==> config.mk <==
export PLATFORM = sky130hd
export DESIGN_NAME = dag_ready_queue_scheduler_top_flat
export DESIGN_NICKNAME = d
export VERILOG_FILES = /design/src/rtl/drq_pkg.sv /design/src/rtl/drq_if.sv /design/src/rtl/dag_ready_queue_scheduler_top.sv /design/src/flat_wrapper.sv
export SDC_FILE = /design/constraint.sdc
export NUM_CORES = 2
export LEC_CHECK = 0
export BUFFER_PORTS_ARGS = -buffer_cell sky130_fd_sc_hd__buf_2
export CELL_PAD_IN_SITES_DETAIL_PLACEMENT = 1
export CELL_PAD_IN_SITES_GLOBAL_PLACEMENT = 2
export CORE_ASPECT_RATIO = 0.9
export CORE_MARGIN = 4
export CORE_UTILIZATION = 35
export CTS_CLUSTER_SIZE = 28
export DETAILED_ROUTE_END_ITERATION = 7
export GPL_TIMING_DRIVEN = 0
export PLACE_DENSITY_LB_ADDON = 0.12
export SETUP_SLACK_MARGIN = 0.4
export SLEW_MARGIN = 20
export SYNTH_ARGS = -nofsm -noshare
export SYNTH_HDL_FRONTEND = slang
export SYNTH_SLANG_ARGS = --single-unit
==> constraint.sdc <==
create_clock -name clk -period 7.32 [get_ports clk]
set_clock_uncertainty 0.1 [all_clocks]
set_input_delay 0.732 -clock clk [delete_from_list [all_inputs] [get_ports clk]]
set_output_delay 0.732 -clock clk [all_outputs]
set_load 0.02 [all_outputs]
==> src/rtl/drq_pkg.sv <==
// Package: widths, action codes, status codes and word types
`default_nettype none
package drq_pkg;
  localparam int NumNodes    = 16;
  localparam int MaxChildren = 8;
  localparam int NodeW  = 4;
  localparam int ChildW = 3;
  localparam int CntW   = 4;
  localparam int QLenW  = 5;
  localparam int KeyW   = 16;

  typedef enum logic [2:0] {
    ACT_INIT = 3'd0, ACT_PRIO = 3'd1, ACT_WEIGHT = 3'd2, ACT_ADD_DEP = 3'd3,
    ACT_SUBMIT = 3'd4, ACT_POP = 3'd5, ACT_COMPLETE = 3'd6, ACT_NOP = 3'd7
  } action_t;

  typedef enum logic [1:0] {
    ST_OK = 2'd0, ST_CHILD_FULL = 2'd1, ST_QUEUE_FULL = 2'd2, ST_RSVD = 2'd3
  } status_t;

  typedef struct packed {
    logic [2:0]       action;
    logic [NodeW-1:0] node_id;
    logic [NodeW-1:0] child_id;
    logic signed [7:0] prio_value;
    logic signed [7:0] weight_value;
  } in_word_t;

  typedef struct packed {
    logic             popped_valid;
    logic [NodeW-1:0] popped_node;
    logic [1:0]       status;
    logic [QLenW-1:0] ready_count;
  } out_word_t;
endpackage
`default_nettype wire

==> src/rtl/drq_if.sv <==
// Valid/ready channel interfaces for input and result words
`default_nettype none
interface drq_in_if;
  import drq_pkg::*;
  logic     valid;
  logic     ready;
  in_word_t data;
  modport source (output valid, output data, input ready);
  modport sink (input valid, input data, output ready);
endinterface

interface drq_out_if;
  import drq_pkg::*;
  logic      valid;
  logic      ready;
  out_word_t data;
  modport source (output valid, output data, input ready);
  modport sink (input valid, input data, output ready);
endinterface
`default_nettype wire

==> src/rtl/dag_ready_queue_scheduler_top.sv <==
// Top level: dependency-counting priority ready queue for a 16-node task graph
//
// One input word is taken at a time and answered by exactly one result word.
// Node attributes (priority, weight, pending count, child count) sit in one
// synchronous node memory, child lists in a 128-entry child memory, and the
// ready queue (node, key) in a 16-entry queue memory, each read through a
// registered output. Init, set priority, set weight, pop on an empty queue,
// the unused action, a full child list, a submit of a node still pending and
// a complete with no children go from the execute step straight to the
// result; add dependency updates the parent, then reads the child and
// increments its pending count with saturation. A sorted insert walks the
// queue from its tail, reading each entry looked at, then comparing it and
// shifting it down; pop shifts the queue up entry by entry. Complete reads
// each child in turn and updates its pending count, plus one insert for
// every child that becomes ready. The result register parts the two sides:
// the next word is taken while a result still waits, and the block holds in
// its last step until that result is taken.
// No clearing pass is needed: node state resets through per-node valid bits.
`default_nettype none
module dag_ready_queue_scheduler_top (
  input  wire logic clk,
  input  wire logic rst_n,
  drq_in_if.sink    in_ch,
  drq_out_if.source out_ch
);
  import drq_pkg::*;

  typedef enum logic [3:0] {
    S_IDLE, S_EXEC, S_DEP_RD, S_DEP_UPD, S_CH_RD, S_CH_NODE, S_CH_EXEC,
    S_INS_RD, S_INS_CMP, S_POP_RD, S_POP_MV, S_DONE
  } state_t;

  typedef struct packed {
    logic signed [7:0] prio;
    logic [7:0]        weight;
    logic [7:0]        pending;
    logic [CntW-1:0]   ccount;
  } node_t;

  // node memory with per-entry valid bits standing in for reset values
  node_t             node_mem [NumNodes];
  logic [NumNodes-1:0] node_vld_r;
  logic [NodeW-1:0]  child_mem [NumNodes*MaxChildren];
  logic [NodeW-1:0]  qn_mem [NumNodes];
  logic [KeyW-1:0]   qk_mem [NumNodes];

  state_t            state_r;
  in_word_t          w_r;
  node_t             nrd_raw_r;
  logic              nrd_vld_r;
  node_t             nrd;
  logic [NodeW-1:0]  crd_r;
  logic [NodeW-1:0]  qn_rd_r;
  logic [KeyW-1:0]   qk_rd_r;
  logic [QLenW-1:0]  qlen_r;
  logic [QLenW-1:0]  pos_r;
  logic [CntW-1:0]   k_r;
  logic [NodeW-1:0]  cur_r;
  logic signed [KeyW-1:0] key_r;
  logic [1:0]        status_r;
  logic              pop_vld_r;
  logic [NodeW-1:0]  pop_node_r;
  out_word_t         out_r;
  logic              out_vld_r;

  // node memory ports
  logic              n_we;
  logic [NodeW-1:0]  n_waddr;
  node_t             n_wdata;
  logic [NodeW-1:0]  n_raddr;
  // queue memory ports
  logic              q_we;
  logic [NodeW-1:0]  q_waddr;
  logic [NodeW-1:0]  q_wnode;
  logic [KeyW-1:0]   q_wkey;
  logic [NodeW-1:0]  q_raddr;
  // child memory ports
  logic              c_we;
  logic [ChildW+NodeW-1:0] c_waddr;
  logic [ChildW+NodeW-1:0] c_raddr;

  // sort key of the node just read: priority times weight
  logic signed [KeyW-1:0] prio_ext;
  logic signed [KeyW-1:0] wt_ext;
  logic signed [KeyW-1:0] key_calc;
  logic [QLenW-1:0]  pos_m1;
  logic [CntW-1:0]   k_m1;
  logic              out_free;

  assign nrd = nrd_vld_r ? nrd_raw_r :
               '{prio: 8'sd0, weight: 8'd1, pending: 8'd0, ccount: '0};

  assign prio_ext = {{(KeyW-8){nrd.prio[7]}}, nrd.prio};
  assign wt_ext   = {{(KeyW-8){1'b0}}, nrd.weight};
  assign key_calc = prio_ext * wt_ext;
  assign pos_m1   = pos_r - QLenW'(1);
  assign k_m1     = k_r - CntW'(1);
  // result register empty or emptied at this edge
  assign out_free = !out_vld_r || out_ch.ready;

  always_ff @(posedge clk) begin
    if (n_we) node_mem[n_waddr] <= n_wdata;
    nrd_raw_r <= node_mem[n_raddr];
    if (q_we) begin
      qn_mem[q_waddr] <= q_wnode;
      qk_mem[q_waddr] <= q_wkey;
    end
    qn_rd_r <= qn_mem[q_raddr];
    qk_rd_r <= qk_mem[q_raddr];
    if (c_we) child_mem[c_waddr] <= w_r.child_id;
    crd_r <= child_mem[c_raddr];
  end

  always_ff @(posedge clk) begin
    if (!rst_n) begin
      node_vld_r <= '0;
      nrd_vld_r  <= 1'b0;
    end else begin
      if (n_we) node_vld_r[n_waddr] <= 1'b1;
      nrd_vld_r <= node_vld_r[n_raddr];
    end
  end

  // Memory addressing. Every read of an entry is issued after the edge that
  // holds its last write, so no forwarding is needed.
  always_comb begin
    n_we = 1'b0; n_waddr = w_r.node_id; n_wdata = nrd; n_raddr = w_r.node_id;
    q_we = 1'b0; q_waddr = pos_r[NodeW-1:0]; q_wnode = qn_rd_r; q_wkey = qk_rd_r;
    q_raddr = pos_r[NodeW-1:0];
    c_we = 1'b0;
    c_waddr = {w_r.node_id, nrd.ccount[ChildW-1:0]};
    c_raddr = {w_r.node_id, k_m1[ChildW-1:0]};
    case (state_r)
      S_IDLE: n_raddr = in_ch.data.node_id;
      S_EXEC: begin
        case (action_t'(w_r.action))
          ACT_INIT: begin
            n_we = 1'b1;
            n_wdata = '{prio: 8'sd0, weight: 8'd1, pending: 8'd0, ccount: '0};
          end
          ACT_PRIO: begin
            n_we = 1'b1; n_wdata.prio = w_r.prio_value;
          end
          ACT_WEIGHT: begin
            n_we = 1'b1;
            n_wdata.weight = (w_r.weight_value > 8'sd0) ? $unsigned(w_r.weight_value)
                                                       : 8'd1;
          end
          ACT_ADD_DEP: begin
            // append the child and bump the parent's child count
            if (nrd.ccount < CntW'(MaxChildren)) begin
              n_we = 1'b1; n_wdata.ccount = nrd.ccount + CntW'(1);
              c_we = 1'b1;
            end
          end
          default: ;
        endcase
      end
      S_DEP_RD:  n_raddr = w_r.child_id;
      S_DEP_UPD: begin
        // saturating increment of the child's pending count
        n_waddr = w_r.child_id;
        if (nrd.pending != 8'hFF) begin
          n_we = 1'b1; n_wdata.pending = nrd.pending + 8'd1;
        end
      end
      S_CH_NODE: n_raddr = crd_r;
      S_CH_EXEC: begin
        n_waddr = cur_r;
        if (nrd.pending != 8'd0) begin
          n_we = 1'b1; n_wdata.pending = nrd.pending - 8'd1;
        end
      end
      S_INS_RD:  q_raddr = pos_m1[NodeW-1:0];
      S_INS_CMP: begin
        // place the new entry here or shift the one above down
        q_we = 1'b1;
        if (pos_r == '0 || $signed(qk_rd_r) >= key_r) begin
          q_wnode = cur_r; q_wkey = key_r;
        end
      end
      S_POP_MV: begin
        // move the entry just read up by one; the head is only captured
        q_waddr = pos_m1[NodeW-1:0];
        q_we = (pos_r != '0);
      end
      default: ;
    endcase
  end

  always_ff @(posedge clk) begin
    if (!rst_n) begin
      state_r <= S_IDLE; qlen_r <= '0; out_vld_r <= 1'b0;
    end else begin
      // load the result register, or drop the word taken downstream
      if (state_r == S_DONE && out_free) begin
        out_vld_r <= 1'b1;
        out_r <= '{popped_valid: pop_vld_r, popped_node: pop_node_r,
                   status: status_r, ready_count: qlen_r};
      end else if (out_ch.ready) begin
        out_vld_r <= 1'b0;
      end

      case (state_r)
        S_IDLE: begin
          if (in_ch.valid) begin
            w_r <= in_ch.data; status_r <= ST_OK;
            pop_vld_r <= 1'b0; pop_node_r <= '0;
            state_r <= S_EXEC;
          end
        end
        S_EXEC: begin
          case (action_t'(w_r.action))
            ACT_ADD_DEP: begin
              if (nrd.ccount >= CntW'(MaxChildren)) begin
                status_r <= ST_CHILD_FULL; state_r <= S_DONE;
              end else begin
                state_r <= S_DEP_RD;
              end
            end
            ACT_SUBMIT: begin
              cur_r <= w_r.node_id; key_r <= key_calc; pos_r <= qlen_r;
              if (nrd.pending != 8'd0) begin
                state_r <= S_DONE;
              end else if (qlen_r >= QLenW'(NumNodes)) begin
                status_r <= ST_QUEUE_FULL; state_r <= S_DONE;
              end else begin
                state_r <= S_INS_RD;
              end
            end
            ACT_POP: begin
              pos_r <= '0;
              state_r <= (qlen_r != '0) ? S_POP_RD : S_DONE;
            end
            ACT_COMPLETE: begin
              // walk the children newest first
              k_r <= nrd.ccount;
              state_r <= (nrd.ccount != '0) ? S_CH_RD : S_DONE;
            end
            default: state_r <= S_DONE;
          endcase
        end
        S_DEP_RD:  state_r <= S_DEP_UPD;
        S_DEP_UPD: state_r <= S_DONE;
        S_CH_RD:   state_r <= S_CH_NODE;
        S_CH_NODE: begin
          cur_r <= crd_r;
          state_r <= S_CH_EXEC;
        end
        S_CH_EXEC: begin
          k_r <= k_m1;
          key_r <= key_calc;
          pos_r <= qlen_r;
          if (nrd.pending == 8'd1 && qlen_r < QLenW'(NumNodes)) begin
            state_r <= S_INS_RD;
          end else begin
            // a full queue drops this child and the walk goes on
            if (nrd.pending == 8'd1) status_r <= ST_QUEUE_FULL;
            state_r <= (k_m1 != '0) ? S_CH_RD : S_DONE;
          end
        end
        S_INS_RD: state_r <= S_INS_CMP;
        S_INS_CMP: begin
          if (pos_r == '0 || $signed(qk_rd_r) >= key_r) begin
            qlen_r <= qlen_r + QLenW'(1);
            state_r <= (action_t'(w_r.action) == ACT_COMPLETE && k_r != '0) ?
                       S_CH_RD : S_DONE;
          end else begin
            pos_r <= pos_m1;
            state_r <= S_INS_RD;
          end
        end
        S_POP_RD: state_r <= S_POP_MV;
        S_POP_MV: begin
          if (pos_r == '0) begin
            pop_vld_r <= 1'b1; pop_node_r <= qn_rd_r;
          end
          if (pos_r + QLenW'(1) >= qlen_r) begin
            qlen_r <= qlen_r - QLenW'(1); state_r <= S_DONE;
          end else begin
            pos_r <= pos_r + QLenW'(1); state_r <= S_POP_RD;
          end
        end
        S_DONE: begin
          // hold until the previous result word has left
          if (out_free) state_r <= S_IDLE;
        end
        default: state_r <= S_IDLE;
      endcase
    end
  end

  assign in_ch.ready = (state_r == S_IDLE);
  assign out_ch.valid = out_vld_r;
  assign out_ch.data = out_r;
endmodule
`default_nettype wire

==> src/flat_wrapper.sv <==
// flat-port wrapper written by rule: the top's interface ports become plain ports
module dag_ready_queue_scheduler_top_flat import drq_pkg::*;
  (clk, rst_n, in_ch_valid, in_ch_data, in_ch_ready, out_ch_valid, out_ch_data, out_ch_ready);
  drq_in_if in_ch_i ();
  drq_out_if out_ch_i ();
  input  wire logic clk;
  input  wire logic rst_n;
  input wire logic [$bits(in_ch_i.valid)-1:0] in_ch_valid;
  input wire logic [$bits(in_ch_i.data)-1:0] in_ch_data;
  output wire logic [$bits(in_ch_i.ready)-1:0] in_ch_ready;
  output wire logic [$bits(out_ch_i.valid)-1:0] out_ch_valid;
  output wire logic [$bits(out_ch_i.data)-1:0] out_ch_data;
  input wire logic [$bits(out_ch_i.ready)-1:0] out_ch_ready;
  assign in_ch_i.valid = in_ch_valid;
  assign in_ch_i.data = in_ch_data;
  assign in_ch_ready = in_ch_i.ready;
  assign out_ch_valid = out_ch_i.valid;
  assign out_ch_data = out_ch_i.data;
  assign out_ch_i.ready = out_ch_ready;
  dag_ready_queue_scheduler_top u_core (.clk(clk), .rst_n(rst_n), .in_ch(in_ch_i), .out_ch(out_ch_i));
endmodule
# Word level (Yosys, flattened, before mapping)
# Memories as Yosys holds them, arrays and structs flattened. A register that Yosys moved wholly into a read port is not among the register bits.
# Cells that the tools add are included.
dict set report totals {
  wordCells 195
  mem_bits_rw 1280
  reg_bits 102
  output_inout_bits 14
  mem_count 4
}
# name words width read_ports rd_clocked_by_memory_dff wr line_no
set mem_list {}
lappend mem_list {u_core.child_mem 128 4 1 1 1 dag_ready_queue_scheduler_top.sv:43} ;# logic [NodeW-1:0] child_mem [NumNodes*MaxChildren];
lappend mem_list {u_core.node_mem 16 28 1 1 1 dag_ready_queue_scheduler_top.sv:41} ;# node_t node_mem [NumNodes];
lappend mem_list {u_core.qk_mem 16 16 1 1 1 dag_ready_queue_scheduler_top.sv:45} ;# logic [KeyW-1:0] qk_mem [NumNodes];
lappend mem_list {u_core.qn_mem 16 4 1 1 1 dag_ready_queue_scheduler_top.sv:44} ;# logic [NodeW-1:0] qn_mem [NumNodes];
dict set report op_classes {
  muxes 81
  add_sub_neg 8
  n_lt_le_gt_ge 10
  reduce_logical 34
  eq_ne 35
  bitwise 1
  multipliers 1
}
# op count
set op_table {}
lappend op_table {{2-to-1 mux 4 bit} 20}
lappend op_table {{2-to-1 mux 16 bit} 4}
lappend op_table {{case mux 4 bit (12 select lines)} 1}
lappend op_table {{case mux 4 bit (2 select lines)} 5}
lappend op_table {{2-to-1 mux 8 bit} 4}
lappend op_table {{case mux 16 bit (2 select lines)} 1}
lappend op_table {{case mux 8 bit (2 select lines)} 2}
lappend op_table {{2-to-1 mux 28 bit} 1}
lappend op_table {{case mux 8 bit (3 select lines)} 1}
lappend op_table {{2-to-1 mux 5 bit} 4}
lappend op_table {{case mux 5 bit (2 select lines)} 2}
lappend op_table {{case mux 5 bit (4 select lines)} 1}
lappend op_table {{2-to-1 mux 1 bit} 17}
lappend op_table {{== test 4 x 3 -> 1 bit, second input constant} 4}
lappend op_table {{== test 4 bit, second input constant} 4}
lappend op_table {{>= comparator 16 bit} 1}
lappend op_table {{multiplier 8 x 9 -> 16 bit} 1}
lappend op_table {{2-to-1 mux 2 bit} 8}
lappend op_table {{bitwise OR 16 bit} 1}
lappend op_table {{case mux 4 bit (4 select lines)} 1}
lappend op_table {{nonzero test 4 bit} 4}
lappend op_table {{AND reduction 3 bit} 5}
lappend op_table {{!= test 2 x 1 -> 1 bit, second input constant} 7}
lappend op_table {{!= test 3 x 2 -> 1 bit, second input constant} 4}
lappend op_table {{other kinds (45)} 67}

# Logic depth before layout (Yosys ltp)
dict set report logic_depth {
  ltp_word 7
  depth_mapped 23
  depth_no_buf 19
}

# Worst setup path before layout
# OpenSTA, ideal clock, no wires.
dict set report synth_path {
  path_kind {register to register}
  start {register u_core.nrd_vld_r}
  end {register u_core.key_r[15] (data pin)}
  period_less_slack_ns 5.331
  arrival_time_ns 4.972
  n_path_buf 4
  setup_slack_ns 1.989
  path_stages_with_launch 19
  path_cell_list {dfxtp_1 > buf_2 > clkbuf_1 > clkbuf_1 > buf_1 > nand3_1 > fa_1 > fa_1 > inv_1 > fa_1 > inv_1 > fa_1 > inv_1 > ha_1 > nor2b_1 > or4_1 > a211oi_1 > a21oi_1 > xnor2_1}
}
dict set report synth_via {
  elab_chain_cells 4
}
# item line_no
set synth_rtl {}
lappend synth_rtl {{start, declared} dag_ready_queue_scheduler_top.sv:50} ;# logic nrd_vld_r;
lappend synth_rtl {{start signal, assigned} dag_ready_queue_scheduler_top.sv:120} ;# nrd_vld_r <= node_vld_r[n_raddr];
lappend synth_rtl {{2-to-1 mux 28 bit (*)} dag_ready_queue_scheduler_top.sv:90} ;# assign nrd = nrd_vld_r ? nrd_raw_r :
lappend synth_rtl {{multiplier 8 x 9 -> 16 bit (*)} dag_ready_queue_scheduler_top.sv:95} ;# assign key_calc = prio_ext * wt_ext;
lappend synth_rtl {{via u_core.key_calc[15]} dag_ready_queue_scheduler_top.sv:85} ;# logic signed [KeyW-1:0] key_calc;
lappend synth_rtl {{2-to-1 mux 16 bit} dag_ready_queue_scheduler_top.sv:213} ;# case (action_t'(w_r.action))
lappend synth_rtl {{case mux 16 bit (2 select lines) (*)} dag_ready_queue_scheduler_top.sv:204} ;# case (state_r)
lappend synth_rtl {{end signal, assigned} dag_ready_queue_scheduler_top.sv:222} ;# cur_r <= w_r.node_id; key_r <= key_calc; pos_r <= qlen_r;
lappend synth_rtl {{end signal, assigned} dag_ready_queue_scheduler_top.sv:252} ;# key_r <= key_calc;
lappend synth_rtl {{end, declared} dag_ready_queue_scheduler_top.sv:59} ;# logic signed [KeyW-1:0] key_r;
# Mark *: on every way through the listed nets, which the timed path passes. The rest lies on a longest branch. The select of a mux whose other input is x is not followed.
# A chain may end at the register's enable or synchronous reset.

# Worst setup path after layout
# Ends and elaborated chain as after synthesis.

==> out/summary.md <==
Setup repair after global routing left no endpoint under its margin. Most used flip-flop cell after synthesis: edfxtp_1. The logs give 45 for the I/O pin total and 0.169 mm² for the core footprint.

Dividing the detail-routed wire length by the instance count gives 28.8 µm. The chip width is 443 µm. The tools report the startpoint of the worst setup timing path as u_core.nrd_vld_r$_SDFF_PN0_. The synthesized design contains 1355 enable-type register cells. The portion of total power attributed to the clock network is 0.305.

The number of register bits inferred by synthesis came out at 1434. The logs give 3882 for the number of nets in the synthesized netlist and 6427 for the non-filler instance count after layout. The minimum clock period works out to 6510 ps. Across the VDD grid, the largest voltage drop is 0.289 mV. After the first detailed-routing iteration, the DRC count stood at 2752. In this run the most critical hold path is launched from in_ch_data[21].

For the post-CTS repair timing setup buffer count, the log shows 0. STA classifies the critical path endpoint as a register. The async set or reset register ratio after synthesis was 0. The share of the cycle needed by the critical path after routing is 0.889.

The simple logic cell fraction of the synthesized area came out at 0.0835. The count of distinct cell types in the synthesized netlist is 78, and the total negative slack is 0 ps. The worst hold path belongs to the class input port to register.

The peak clock frequency supported by timing came out at 0.154 GHz. After clock tree synthesis, the clock-pin slew on the worst setup and hold paths is 70 ps. The worst register-to-register path begins at u_core.nrd_vld_r$_SDFF_PN0_. The sequential fraction of design power was 0.391; the residual overflow from global routing was 0. Buffers inserted during clock tree synthesis total 158.

The required time at the worst-slack endpoint came out at 7770 ps. The tree is rooted in a clkbuf_16. Including well taps, the total number of placed cells is 6107.

For this design the static power due to leakage is 23.3 nW. The number of iterations in the first detailed-routing pass was 5; the number of buffers added on ports was 43. The total routing usage reported by global routing was 0.210; the area overhead of the layout relative to synthesis was 17.2%. After floorplanning, the core was divided into 143 placement rows. The initial cell density of the core came out at 0.352. The run gives 0 as the count of maximum capacitance violations. The area fraction of the dominant cell type after synthesis is 0.684, and the sequential fraction of the synthesis area is 0.711. The share of total power consumed by net switching works out to 0.361. The fraction of synthesized area in multiplexers is 0.0918, and the first-pass GRT wire length is 267000 µm. The main combinational cell family by area after synthesis was multiplexers. Summed over all instances, the cell type with the most area after synthesis is edfxtp_1. The tools report the number of inserted filler cells in the final layout as 16800. The via count of the first global-routing pass was 36200; the slew of the pin with the lowest slew margin was 1190 ps. The number of instances in the synthesized netlist came out at 3740. The most common cell after layout, fill and taps aside is edfxtp_1. The post-route DRC violation count was 0; the maximum net fanout on the critical path was 10.

TritonCTS built the clock tree. Setup violations remaining at the end of the flow were counted as 0. The run gives 0 as the yosys synthesis warning count. The die outline height is 399 µm.

For the combinational group share of total power, the log shows 0.304. In the layout the commonest cells are edfxtp_1, nand2_1, mux4_2. The detail route stage leaves a number of antenna-violating nets equal to 0.

The routed layout has 34400 vias. In the routed layout, each cell is associated on average with a via count of 5.36. Adder-cell share of the synthesized area: 0.0281. For the total half-perimeter wirelength after legalization and detailed placement, the log shows 128000 µm. The worst setup path is launched from a register. The total count of hold-check failures in the final report was 0. The internal power was 0.0168 W; the maximum buffer depth of the clock tree was 3.

The pin count of the biggest net entering global routing was 25; the power density over cell area was 376 mW/mm². The flow ran to the end, and the final reports show no timing, DRC or antenna violations. The total number of clock tree sinks is 1434. The fraction of synthesized cell area in xor and xnor cells was 0.00410. The tools report the routability congestion estimate from global placement as 0.786. The category of the most critical setup path is register to register. Summed over all nets, the switching power comes to 0.00948 W. The number of slew-limit violations in the final report was 0; the total wire length was 185000 µm. For the post-synthesis cell area, the log shows 0.0595 mm². The share of post-route cells with drive strength above 1 is 0.191, and the number of nets in the layout is 4186. By area the synthesized netlist is led by edfxtp_1, mux4_2, nand2_1.

The logs give 0.177 mm² for the area enclosed by the die boundary and 800 ps for the insertion delay to the later sink of the worst-skew pair. The initial antenna violation count came out at 12. The tightest slew margin relative to the limit was 0.208; the CTS H-tree depth was 4. The complex-gate fraction of the synthesized area works out to 0.0562. The post-synthesis area per instance came out at 15.9 µm².

Worst path arrival time: 6950 ps.
## final timing paths
kind	end	slack, ps	cells after the start
worst max-delay path	u_core.key_r[15]$_DFFE_PP_	810	18
worst min register to register	u_core.out_ch.data[6]$_DFFE_PP_	330	0
worst max register to register	u_core.key_r[15]$_DFFE_PP_	810	18
worst min-delay path	u_core.c_raddr[4]$_DFFE_PP_	110	1
## metrics by stage
step	setup WS (ps)	cell area [µm²]	total power [W]	hold WS (ps)	util
floorplan	1990	59500	0.0147	300	-
global placement	-1110	62500	0.0182	305	0.370
detailed placement	-124	64300	0.0184	317	0.381
CTS	522	69700	0.0265	79.4	0.413
global route	421	69700	0.0275	73.1	0.413
finish	814	69700	0.0262	107	0.413
## power groups by stage
stage	clock network (W)	logic (W)	registers, W
floorplan	0	0.00443	0.0103
global placement	0	0.00763	0.0106
detailed placement	0	0.00802	0.0104
CTS	0.00819	0.00806	0.0102
global route	0.00855	0.00863	0.0103
finish	0.00800	0.00798	0.0103
## cell families after synthesis
family	count (synthesis)
flops	1434
simple gates	1100
compound gates	470
buf+inv	340
mux	258
fa+ha+maj	111
xor+xnor	27
## final cells by class
| cell class | instances | area, µm² | area share |
|---|---|---|---|
| Multi-Input combinational cell | 1966 | 16100 | 0.230 |
| Antenna cell | 4 | 10.0 | 0.000144 |
| Tap cell | 2247 | 2810 | 0.0403 |
| Buffer | 225 | 1090 | 0.0157 |
| Clock inverter | 84 | 955 | 0.0137 |
| Inverter | 115 | 432 | 0.00619 |
| Sequential cell | 1434 | 42300 | 0.606 |
| Timing Repair Buffer | 144 | 1860 | 0.0267 |
| Clock buffer | 208 | 4230 | 0.0607 |
## critical path, stage by stage (launching register included)
cell and delay [ps]:
dfxtp_1 410, buf_2 270, clkbuf_2 380, clkbuf_1 580, clkbuf_2 460, and3_1 250
fa_1 450, fa_1 510, fa_1 520, inv_1 50, fa_1 480, inv_1 50
ha_1 320, o21a_1 180, o21a_1 180, and3_1 180, a211oi_1 380, a21oi_1 160
xnor2_1 350
## synthesized netlist by cell type (6+ instances only)
cell and count:
o21a_1 14, xnor2_1 19, clkbuf_1 101, nor2_1 220
edfxtp_1 1355, a21oi_1 73, a21o_1 7, a22oi_1 56
mux4_2 228, nand4_1 28, a211oi_1 59, o21ai_0 58
a22o_1 12, mux2i_1 9, and3_1 109, o22ai_1 13
dfxtp_1 79, nand3_1 161, and2_1 6, nand2_1 484
o211ai_1 7, buf_4 28, fa_1 38, a311oi_1 86
xor2_1 7, a221oi_1 8, nor3_1 27, or3_1 6
ha_1 73, a31oi_1 35, nor2b_1 9, nand2b_1 8
buf_2 88, inv_1 114, mux2_1 17
## flip-flops by register name, summed over array words and instances, names as in the netlist, 5 cells and up
name                cells
u_core.pos_r            5
u_core.nrd_raw_r       28
u_core.qn_mem          64
u_core.out_ch.data     12
u_core.child_mem      512
u_core.qk_mem         256
u_core.node_vld_r      16
u_core.key_r           16
u_core.node_mem       448
u_core.w_r             23
u_core.qk_rd_r         16
u_core.qlen_r           5
## repair_timing
item / CTS / global route
cloned: 0 / 0
pin swaps: 0 / 0
endpoints found under the hold margin: 22 / 0
setup endpoints to repair: 4 / 1
hold buffers: 22 / 0
resized for setup: 3 / 1
## metal layers
| metal | GRT usage | wire (µm) |
|---|---|---|
| met4 | 0.0553 | 4370 |
| met2 | 0.332 | 85400 |
| met5 | 0 | 0 |
| met1 | 0.302 | 85200 |
| met3 | 0.0345 | 10000 |
Power figures use the tool's default switching activity.
